$ cat config.mk
export PLATFORM = sky130hd
export DESIGN_NAME = cbst_back_flat
export DESIGN_NICKNAME = d
export VERILOG_FILES = /design/src/cbst_pkg.sv /design/src/cbst_rsp_if.sv /design/src/cbst_back.sv /design/src/flat_wrapper.sv
export SDC_FILE = /design/constraint.sdc
export NUM_CORES = 2
export LEC_CHECK = 0
export ABC_AREA = 1
export BUFFER_PORTS_ARGS = -buffer_cell sky130_fd_sc_hd__clkbuf_2
export CAP_MARGIN = 20
export CORE_MARGIN = 1
export CORE_UTILIZATION = 35
export DETAILED_ROUTE_END_ITERATION = 8
export GPL_TIMING_DRIVEN = 0
export PLACE_DENSITY = 0.57
export RECOVER_POWER = 25
export SYNTH_ARGS = -nofsm -noshare
export SYNTH_HDL_FRONTEND = slang
export SYNTH_SLANG_ARGS = --single-unit
$ cat constraint.sdc
create_clock -name clock -period 14.9 [get_ports clock]
set_clock_uncertainty 0.1 [all_clocks]
set_input_delay 2.98 -clock clock [delete_from_list [all_inputs] [get_ports clock]]
set_output_delay 2.98 -clock clock [all_outputs]
set_load 0.02 [all_outputs]
$ cat src/cbst_pkg.sv
// cbst_pkg: shared types and constants for the cell burn switch test block
// no dependencies; imported by every module of the block

package cbst_pkg;

   // cell geometry
   localparam int NODES_PER_CELL = 8;
   localparam int NODE_CNT_W     = $clog2(NODES_PER_CELL);

   // field widths
   localparam int WEIGHT_W   = 16;
   localparam int MASS_W     = 32;
   localparam int TEMP_W     = 24;
   localparam int PROD_W     = WEIGHT_W + MASS_W;
   localparam int FRAC_SHIFT = 14;
   localparam int TM_W       = TEMP_W + MASS_W;
   localparam int MSUM_W     = MASS_W + NODE_CNT_W;
   localparam int TMSUM_W    = TM_W + NODE_CNT_W;
   localparam int THR_PROD_W = TEMP_W + MSUM_W;

   // configuration port
   localparam int CSR_IDX_W  = 2;
   localparam int CSR_DATA_W = 32;
   localparam logic [CSR_IDX_W-1:0] CSR_THRESHOLD_TEMP   = 2'd0;
   localparam logic [CSR_IDX_W-1:0] CSR_MAX_MASS_FLOOR   = 2'd1;
   localparam logic [CSR_IDX_W-1:0] CSR_MIN_MASS_CEILING = 2'd2;
   localparam logic [CSR_IDX_W-1:0] CSR_DENSITY_FLOOR    = 2'd3;

   // node queue between front and back
   localparam int QUEUE_DEPTH = 4;
   localparam int QPTR_W      = $clog2(QUEUE_DEPTH);
   localparam int QCNT_W      = $clog2(QUEUE_DEPTH + 1);

   // one classified node, as it travels from front to back
   typedef struct packed {
      logic [MASS_W-1:0] wmass;
      logic [TEMP_W-1:0] temp;
      logic              new_pass;
   } node_type;

   // configuration registers as seen by the back end
   typedef struct packed {
      logic [TEMP_W-1:0] threshold_temp;
      logic [MASS_W-1:0] max_mass_floor;
      logic [MASS_W-1:0] min_mass_ceiling;
      logic [MASS_W-1:0] density_floor;
   } cfg_type;

endpackage

$ cat src/cbst_rsp_if.sv
// cbst_rsp_if: valid/ready channel carrying one cell result word
// no package dependencies

interface cbst_rsp_if;
   logic valid;
   logic ready;
   logic cell_meets;
   logic switch_seen;

   modport source (output valid, cell_meets, switch_seen, input ready);
   modport sink   (input valid, cell_meets, switch_seen, output ready);
endinterface

$ cat src/cbst_back.sv
// cbst_back: per-node accumulation, end-of-cell criterion and result register
// depends on cbst_pkg and cbst_rsp_if; fed by cbst_queue

module cbst_back
   import cbst_pkg::*;
(
   input  logic       clock,
   input  logic       reset,
   input  cfg_type    cfg,
   input  logic       pop_valid,
   output logic       pop_ready,
   input  node_type   pop_node,
   cbst_rsp_if.source rsp_if
);

   typedef enum logic [4:0] {
      ST_IDLE = 5'b00001,
      ST_MUL  = 5'b00010,
      ST_ACC  = 5'b00100,
      ST_CHK  = 5'b01000,
      ST_DONE = 5'b10000
   } state_type;

   state_type              state_ff, state_in;
   node_type               cur_ff;
   logic [TM_W-1:0]        tm_ff;
   logic [NODE_CNT_W-1:0]  count_ff, count_in;
   logic [MSUM_W-1:0]      msum_ff;
   logic [TMSUM_W-1:0]     tmsum_ff;
   logic [MASS_W-1:0]      max_ff, min_ff;
   logic [THR_PROD_W-1:0]  thr_prod_ff;
   logic                   flag_ff, flag_in;
   logic                   rsp_valid_ff, rsp_valid_in;
   logic                   rsp_meets_ff, rsp_seen_ff;

   logic [MSUM_W-1:0]      msum_base;
   logic [TMSUM_W-1:0]     tmsum_base;
   logic [MASS_W-1:0]      max_base, min_base;
   logic                   cell_start, last_node;
   logic                   out_free, load_out;
   logic [MASS_W+2:0]      min_x5, max_x3;
   logic                   meets;

   assign cell_start = count_ff == '0;
   assign last_node  = count_ff == NODE_CNT_W'(NODES_PER_CELL - 1);
   assign pop_ready  = state_ff == ST_IDLE;
   assign out_free   = !rsp_valid_ff || rsp_if.ready;
   assign load_out   = (state_ff == ST_DONE) && out_free;

   // starting values at the first node of a cell
   always_comb begin
      if (cell_start) begin
         max_base   = cfg.max_mass_floor;
         min_base   = cfg.min_mass_ceiling;
         msum_base  = '0;
         tmsum_base = '0;
      end else begin
         max_base   = max_ff;
         min_base   = min_ff;
         msum_base  = msum_ff;
         tmsum_base = tmsum_ff;
      end
   end

   // criterion: 5*min < 3*max, min > 0, max > density floor, temp sum >= thr * mass sum
   always_comb begin
      min_x5 = (MASS_W+3)'({min_ff, 2'b00}) + (MASS_W+3)'(min_ff);
      max_x3 = (MASS_W+3)'({max_ff, 1'b0}) + (MASS_W+3)'(max_ff);
      meets  = (min_x5 < max_x3) && (min_ff != '0) && (max_ff > cfg.density_floor)
               && (tmsum_ff >= thr_prod_ff);
   end

   // sequencer
   always_comb begin
      state_in = state_ff;
      count_in = count_ff;
      flag_in  = flag_ff;
      case (state_ff)
         ST_IDLE: begin
            if (pop_valid) begin
               state_in = ST_MUL;
            end
         end
         ST_MUL: begin
            state_in = ST_ACC;
         end
         ST_ACC: begin
            if (cur_ff.new_pass) begin
               flag_in = 1'b0;
            end
            if (last_node) begin
               count_in = '0;
               state_in = ST_CHK;
            end else begin
               count_in = count_ff + 1'b1;
               state_in = ST_IDLE;
            end
         end
         ST_CHK: begin
            state_in = ST_DONE;
         end
         ST_DONE: begin
            if (out_free) begin
               flag_in  = flag_ff || meets;
               state_in = ST_IDLE;
            end
         end
         default: begin
            state_in = ST_IDLE;
         end
      endcase
   end

   always_comb begin
      rsp_valid_in = rsp_valid_ff;
      if (load_out) begin
         rsp_valid_in = 1'b1;
      end else if (rsp_if.ready) begin
         rsp_valid_in = 1'b0;
      end
   end

   always_ff @(posedge clock) begin
      if (reset) begin
         state_ff     <= ST_IDLE;
         count_ff     <= '0;
         flag_ff      <= 1'b0;
         rsp_valid_ff <= 1'b0;
      end else begin
         state_ff     <= state_in;
         count_ff     <= count_in;
         flag_ff      <= flag_in;
         rsp_valid_ff <= rsp_valid_in;
      end
   end

   // datapath registers
   always_ff @(posedge clock) begin
      if (state_ff == ST_IDLE && pop_valid) begin
         cur_ff <= pop_node;
      end
      if (state_ff == ST_MUL) begin
         tm_ff <= TM_W'(cur_ff.temp) * TM_W'(cur_ff.wmass);
      end
      if (state_ff == ST_ACC) begin
         max_ff   <= (cur_ff.wmass > max_base) ? cur_ff.wmass : max_base;
         min_ff   <= (cur_ff.wmass < min_base) ? cur_ff.wmass : min_base;
         msum_ff  <= msum_base + MSUM_W'(cur_ff.wmass);
         tmsum_ff <= tmsum_base + TMSUM_W'(tm_ff);
      end
      if (state_ff == ST_CHK) begin
         thr_prod_ff <= THR_PROD_W'(cfg.threshold_temp) * THR_PROD_W'(msum_ff);
      end
      if (load_out) begin
         rsp_meets_ff <= meets;
         rsp_seen_ff  <= flag_ff || meets;
      end
   end

   assign rsp_if.valid       = rsp_valid_ff;
   assign rsp_if.cell_meets  = rsp_meets_ff;
   assign rsp_if.switch_seen = rsp_seen_ff;

endmodule

$ cat src/flat_wrapper.sv
// flat-port wrapper written by rule: the top's interface ports become plain ports
module cbst_back_flat import cbst_pkg::*;
  (clock, reset, cfg, pop_valid, pop_ready, pop_node, rsp_if_valid, rsp_if_cell_meets, rsp_if_switch_seen, rsp_if_ready);
  cbst_rsp_if rsp_if_i ();
  input  logic clock;
  input  logic reset;
  input  cfg_type cfg;
  input  logic pop_valid;
  output logic pop_ready;
  input  node_type pop_node;
  output wire logic [$bits(rsp_if_i.valid)-1:0] rsp_if_valid;
  output wire logic [$bits(rsp_if_i.cell_meets)-1:0] rsp_if_cell_meets;
  output wire logic [$bits(rsp_if_i.switch_seen)-1:0] rsp_if_switch_seen;
  input wire logic [$bits(rsp_if_i.ready)-1:0] rsp_if_ready;
  assign rsp_if_valid = rsp_if_i.valid;
  assign rsp_if_cell_meets = rsp_if_i.cell_meets;
  assign rsp_if_switch_seen = rsp_if_i.switch_seen;
  assign rsp_if_i.ready = rsp_if_ready;
  cbst_back u_core (.clock(clock), .reset(reset), .cfg(cfg), .pop_valid(pop_valid), .pop_ready(pop_ready), .pop_node(pop_node), .rsp_if(rsp_if_i));
endmodule
==> metrics.md <==
| Metric | Value |
|---|---|
| Clock root cell | `clkbuf_16` |
| Drc violations | `0` |
| Setup CP Type | `in2reg` |
| TritonCTS clock tree | `yes` |
| Hold Fails Final Rpt | `0` |
| R2R depth | `25` |
| First-pass GRT wire length | `around 450,000 µm` |
| Antenna violations before repair | `19` |
| Syn avg cell area | `between 7 and 8 µm²` |
| Htree depth | `2` |
| Hold depth | `2` |
| RR Startpoint | `u_core.cur_ff[38]` |
| Row count | `around 180` |
| Vias | `67,500` |
| Layout area overhead | `8.01%` |
| Largest net degree at the start of global routing | `~110` |
| Total gr overflow | `0` |
| Vias in the first global route | `70,700` |
| Number of port buffers | `between 150 and 200` |
| Cts hold-fix bufs | `0` |
| Hold_ws | `0.377 ns` |
| Max incr delay on CP | `slightly below 0.9 ns` |
| Mapped Area | `about 80,000 µm²` |
| Synth Warn # | `0` |
| Final setup TNS | `0 ns` |
| Post-Route WL | `~300,000 µm` |
| F_max | `between 0.09 and 0.1 GHz` |
| Startpoint Class | `input port` |
| Syn nets | `12,500` |
| Yosys cell types | `70` |
| Die height | `about 480 µm` |
| Slowest stage cell, crit path | `clkbuf_1` |
| FF+latch count, synth | `between 300 and 400` |
| Clock Sink Count | `342` |
| Quantity of gates resized following cts | `0` |
| Commonest cells after routing, fill and taps aside | `inv_1 (2,947), nand2_1 (2,393), fa_1 (1,386), ha_1 (708), nor2_1 (455)` |
| DP HPWL | `257,000 µm` |
| EDFF count, synth | `approximately 330` |
| Gr usage total | `a little over a quarter` |
| DR WL/cell | `roughly 22 µm` |
| Hold path startpoint | `u_core.count_ff[2]` |
| Flop2flop setup slack | `~6.3 ns` |
| Max Cap Violations | `3` |
| Post-layout nets | `between 10,000 and 15,000` |
| Final setup fails | `0` |
| Worst-path clk slew | `0.06 ns` |
| Sequential area share after synthesis | `between 10 and 15%` |
| Fin crit share | `between 70% and 80%` |
| Vias/cell | `between 4 and 5` |
| Setup Fix Bufs, Post-CTS | `0` |
| Worst hold path class | `reg2reg` |
| Arrival @ worst endpoint | `between 10 and 15 ns` |
| Cell mode on critical path | `fa_1` |
| I/O pin count | `185` |
| Clock buffer depth | `3` |
| Relative slew slack | `-332%` |
| Dominant synthesized flop cell | `edfxtp_1` |
| Routability-driven placement congestion ratio | `about 1` |
| Slew Limit Fails | `about 210` |
| R2r endpoint | `u_core.tm_ff[48]` |
| DIE AREA | `between 200,000 and 250,000 µm²` |
| Fin crit period | `around 11 ns` |
| CP endpoint kind | `flop` |
| TritonRoute pass-1 iters | `8` |
| RSZ-0062 raised after global routing | `false` |
| Most common cell after layout, fill and taps aside | `inv_1` |
| CTS Buf Count | `between 40 and 50` |
| Critical Path RT | `between 15 and 20 ns` |
| Status | `finished with violations` |
| Worst Max-Slew Pin Slew | `6.47 ns` |
| Ys async rst share | `0%` |
| Die Wd | `between 400 and 500 µm` |
| CP top delay family | `adder cells` |
| Gate Count Post-Synth | `10,200` |
| Fraction of layout cells with a size suffix above 1 | `under 10%` |
| Failing checks | `capacitance limit, slew limit` |
| Worst Hold End | `u_core.count_ff[2]` |
| Starting Density | `between 30% and 40%` |
| Final ANT Viol Nets | `0` |
| First DRT Iteration DRCs | `around 6,000` |
| Worst-skew pair later-pin latency | `about 0.63 ns` |
| Core area | `~230,000 µm²` |
| Critical path buffer and inverter count | `7` |
| CP max FO | `10` |
layer usage:
layer / vias to the layer above / share of wire [%] / global-route usage [%]
met5: - / 0.022 / 0
met2: 2775 / 45 / 42.4
met4: 10 / 5.7 / 12.9
met3: 563 / 8.3 / 4.30
li1: 30600 / - / -
met1: 33600 / 41 / 34.2
synthesized netlist by cell type, types with 5 or more instances:
library cell / count / area, µm²
inv_1: 2948 / 11100
nand2_1: 2393 / 8980
fa_1: 1386 / 27700
ha_1: 708 / 8860
nor2_1: 456 / 1710
a21oi_1: 388 / 1940
clkbuf_1: 381 / 1430
edfxtp_1: 332 / 9970
o21ai_0: 250 / 1250
nand3_1: 171 / 856
xor2_1: 155 / 1360
xnor2_1: 97 / 850
a31oi_1: 64 / 400
nor3_1: 48 / 240
or2_2: 41 / 257
nand4_1: 38 / 238
nor4_1: 32 / 200
o21a_1: 32 / 240
a21oi_2: 30 / 263
a21o_1: 29 / 218
o21bai_1: 22 / 165
o21ai_1: 21 / 105
nand2_2: 18 / 113
o21ai_2: 17 / 149
or2_0: 17 / 106
buf_2: 15 / 75.1
o211ai_1: 13 / 97.6
a211oi_1: 12 / 90.1
buf_1: 12 / 45.0
dfxtp_1: 10 / 200
a221oi_1: 8 / 70.1
nand3_2: 8 / 80.1
nand3b_1: 8 / 60.1
a21boi_0: 7 / 52.6
inv_2: 7 / 26.3
a21oi_4: 6 / 97.6
and3_1: 5 / 31.3
through the flow:
stage          setup WS, ns  area [µm²]  cells  util [%]
4_1_cts                4.45       86700  13500      38.1
2_1_floorplan          5.85       80300  10200         -
3_5_place_dp           3.81       85200  13400      37.4
5_1_grt                4.03       86700  13500      38.1
6_report               4.19       86700  13500      38.1
3_3_place_gp           3.53       84900  13400      37.3
logic make-up (layout without fill, tap and decap cells):
kind of cell | after synthesis | count (layout) | share of synthesized area (%)
flops | 342 | 342 | 12.7
compound gates | 936 | 936 | 6.91
other cells | 0 | 3 | 0
fa+ha+maj | 2094 | 2094 | 45.6
xor+xnor | 252 | 252 | 2.75
simple gates | 3254 | 3254 | 16.3
buf+inv | 3367 | 3635 | 15.8
worst max path at each step:
stage | startpoint | to | slack [ns] | depth (start not counted)
after floorplan | cfg[99] | u_core.thr_prod_ff[57] | 5.85 | 28
after global placement | cfg[105] | u_core.thr_prod_ff[50] | 3.53 | 22
after detailed placement | cfg[98] | u_core.thr_prod_ff[50] | 3.81 | 25
after CTS | cfg[103] | u_core.thr_prod_ff[50] | 4.45 | 25
after global routing | cfg[104] | u_core.thr_prod_ff[57] | 4.03 | 28
final | cfg[103] | u_core.thr_prod_ff[49] | 4.19 | 25
layout make-up:
type                            count  area (µm²)
Multi-Input combinational cell   6536       57500
Timing Repair Buffer              182        1060
Clock buffer                       60        1300
Inverter                         2955       11100
Fill cell                       23900      141000
Tap cell                         3009        3760
Sequential cell                   342       10200
Buffer                            412        1580
Clock inverter                     26         295
Antenna cell                        3        7.51
tightest hold or removal path, cell delays in order (launching register included):
cell and delay (ns):
dfxtp_1 0.31, inv_1 0.06, a21oi_1 0.05
state kept, by name, indices dropped and copies added (netlist names):
register and flops:
u_core.thr_prod_ff 59, u_core.tmsum_ff 59, u_core.cur_ff 57, u_core.tm_ff 56, u_core.msum_ff 35, u_core.max_ff 32
u_core.min_ff 32, u_core.state_ff 5, u_core.count_ff 3, u_core.flag_ff 1, u_core.rsp_if.cell_meets 1, u_core.rsp_if.switch_seen 1
u_core.rsp_if.valid 1
Power is left out: the tool's default activity adds up to more than one toggle a clock period on the data nets, which glitch-free logic cannot reach.
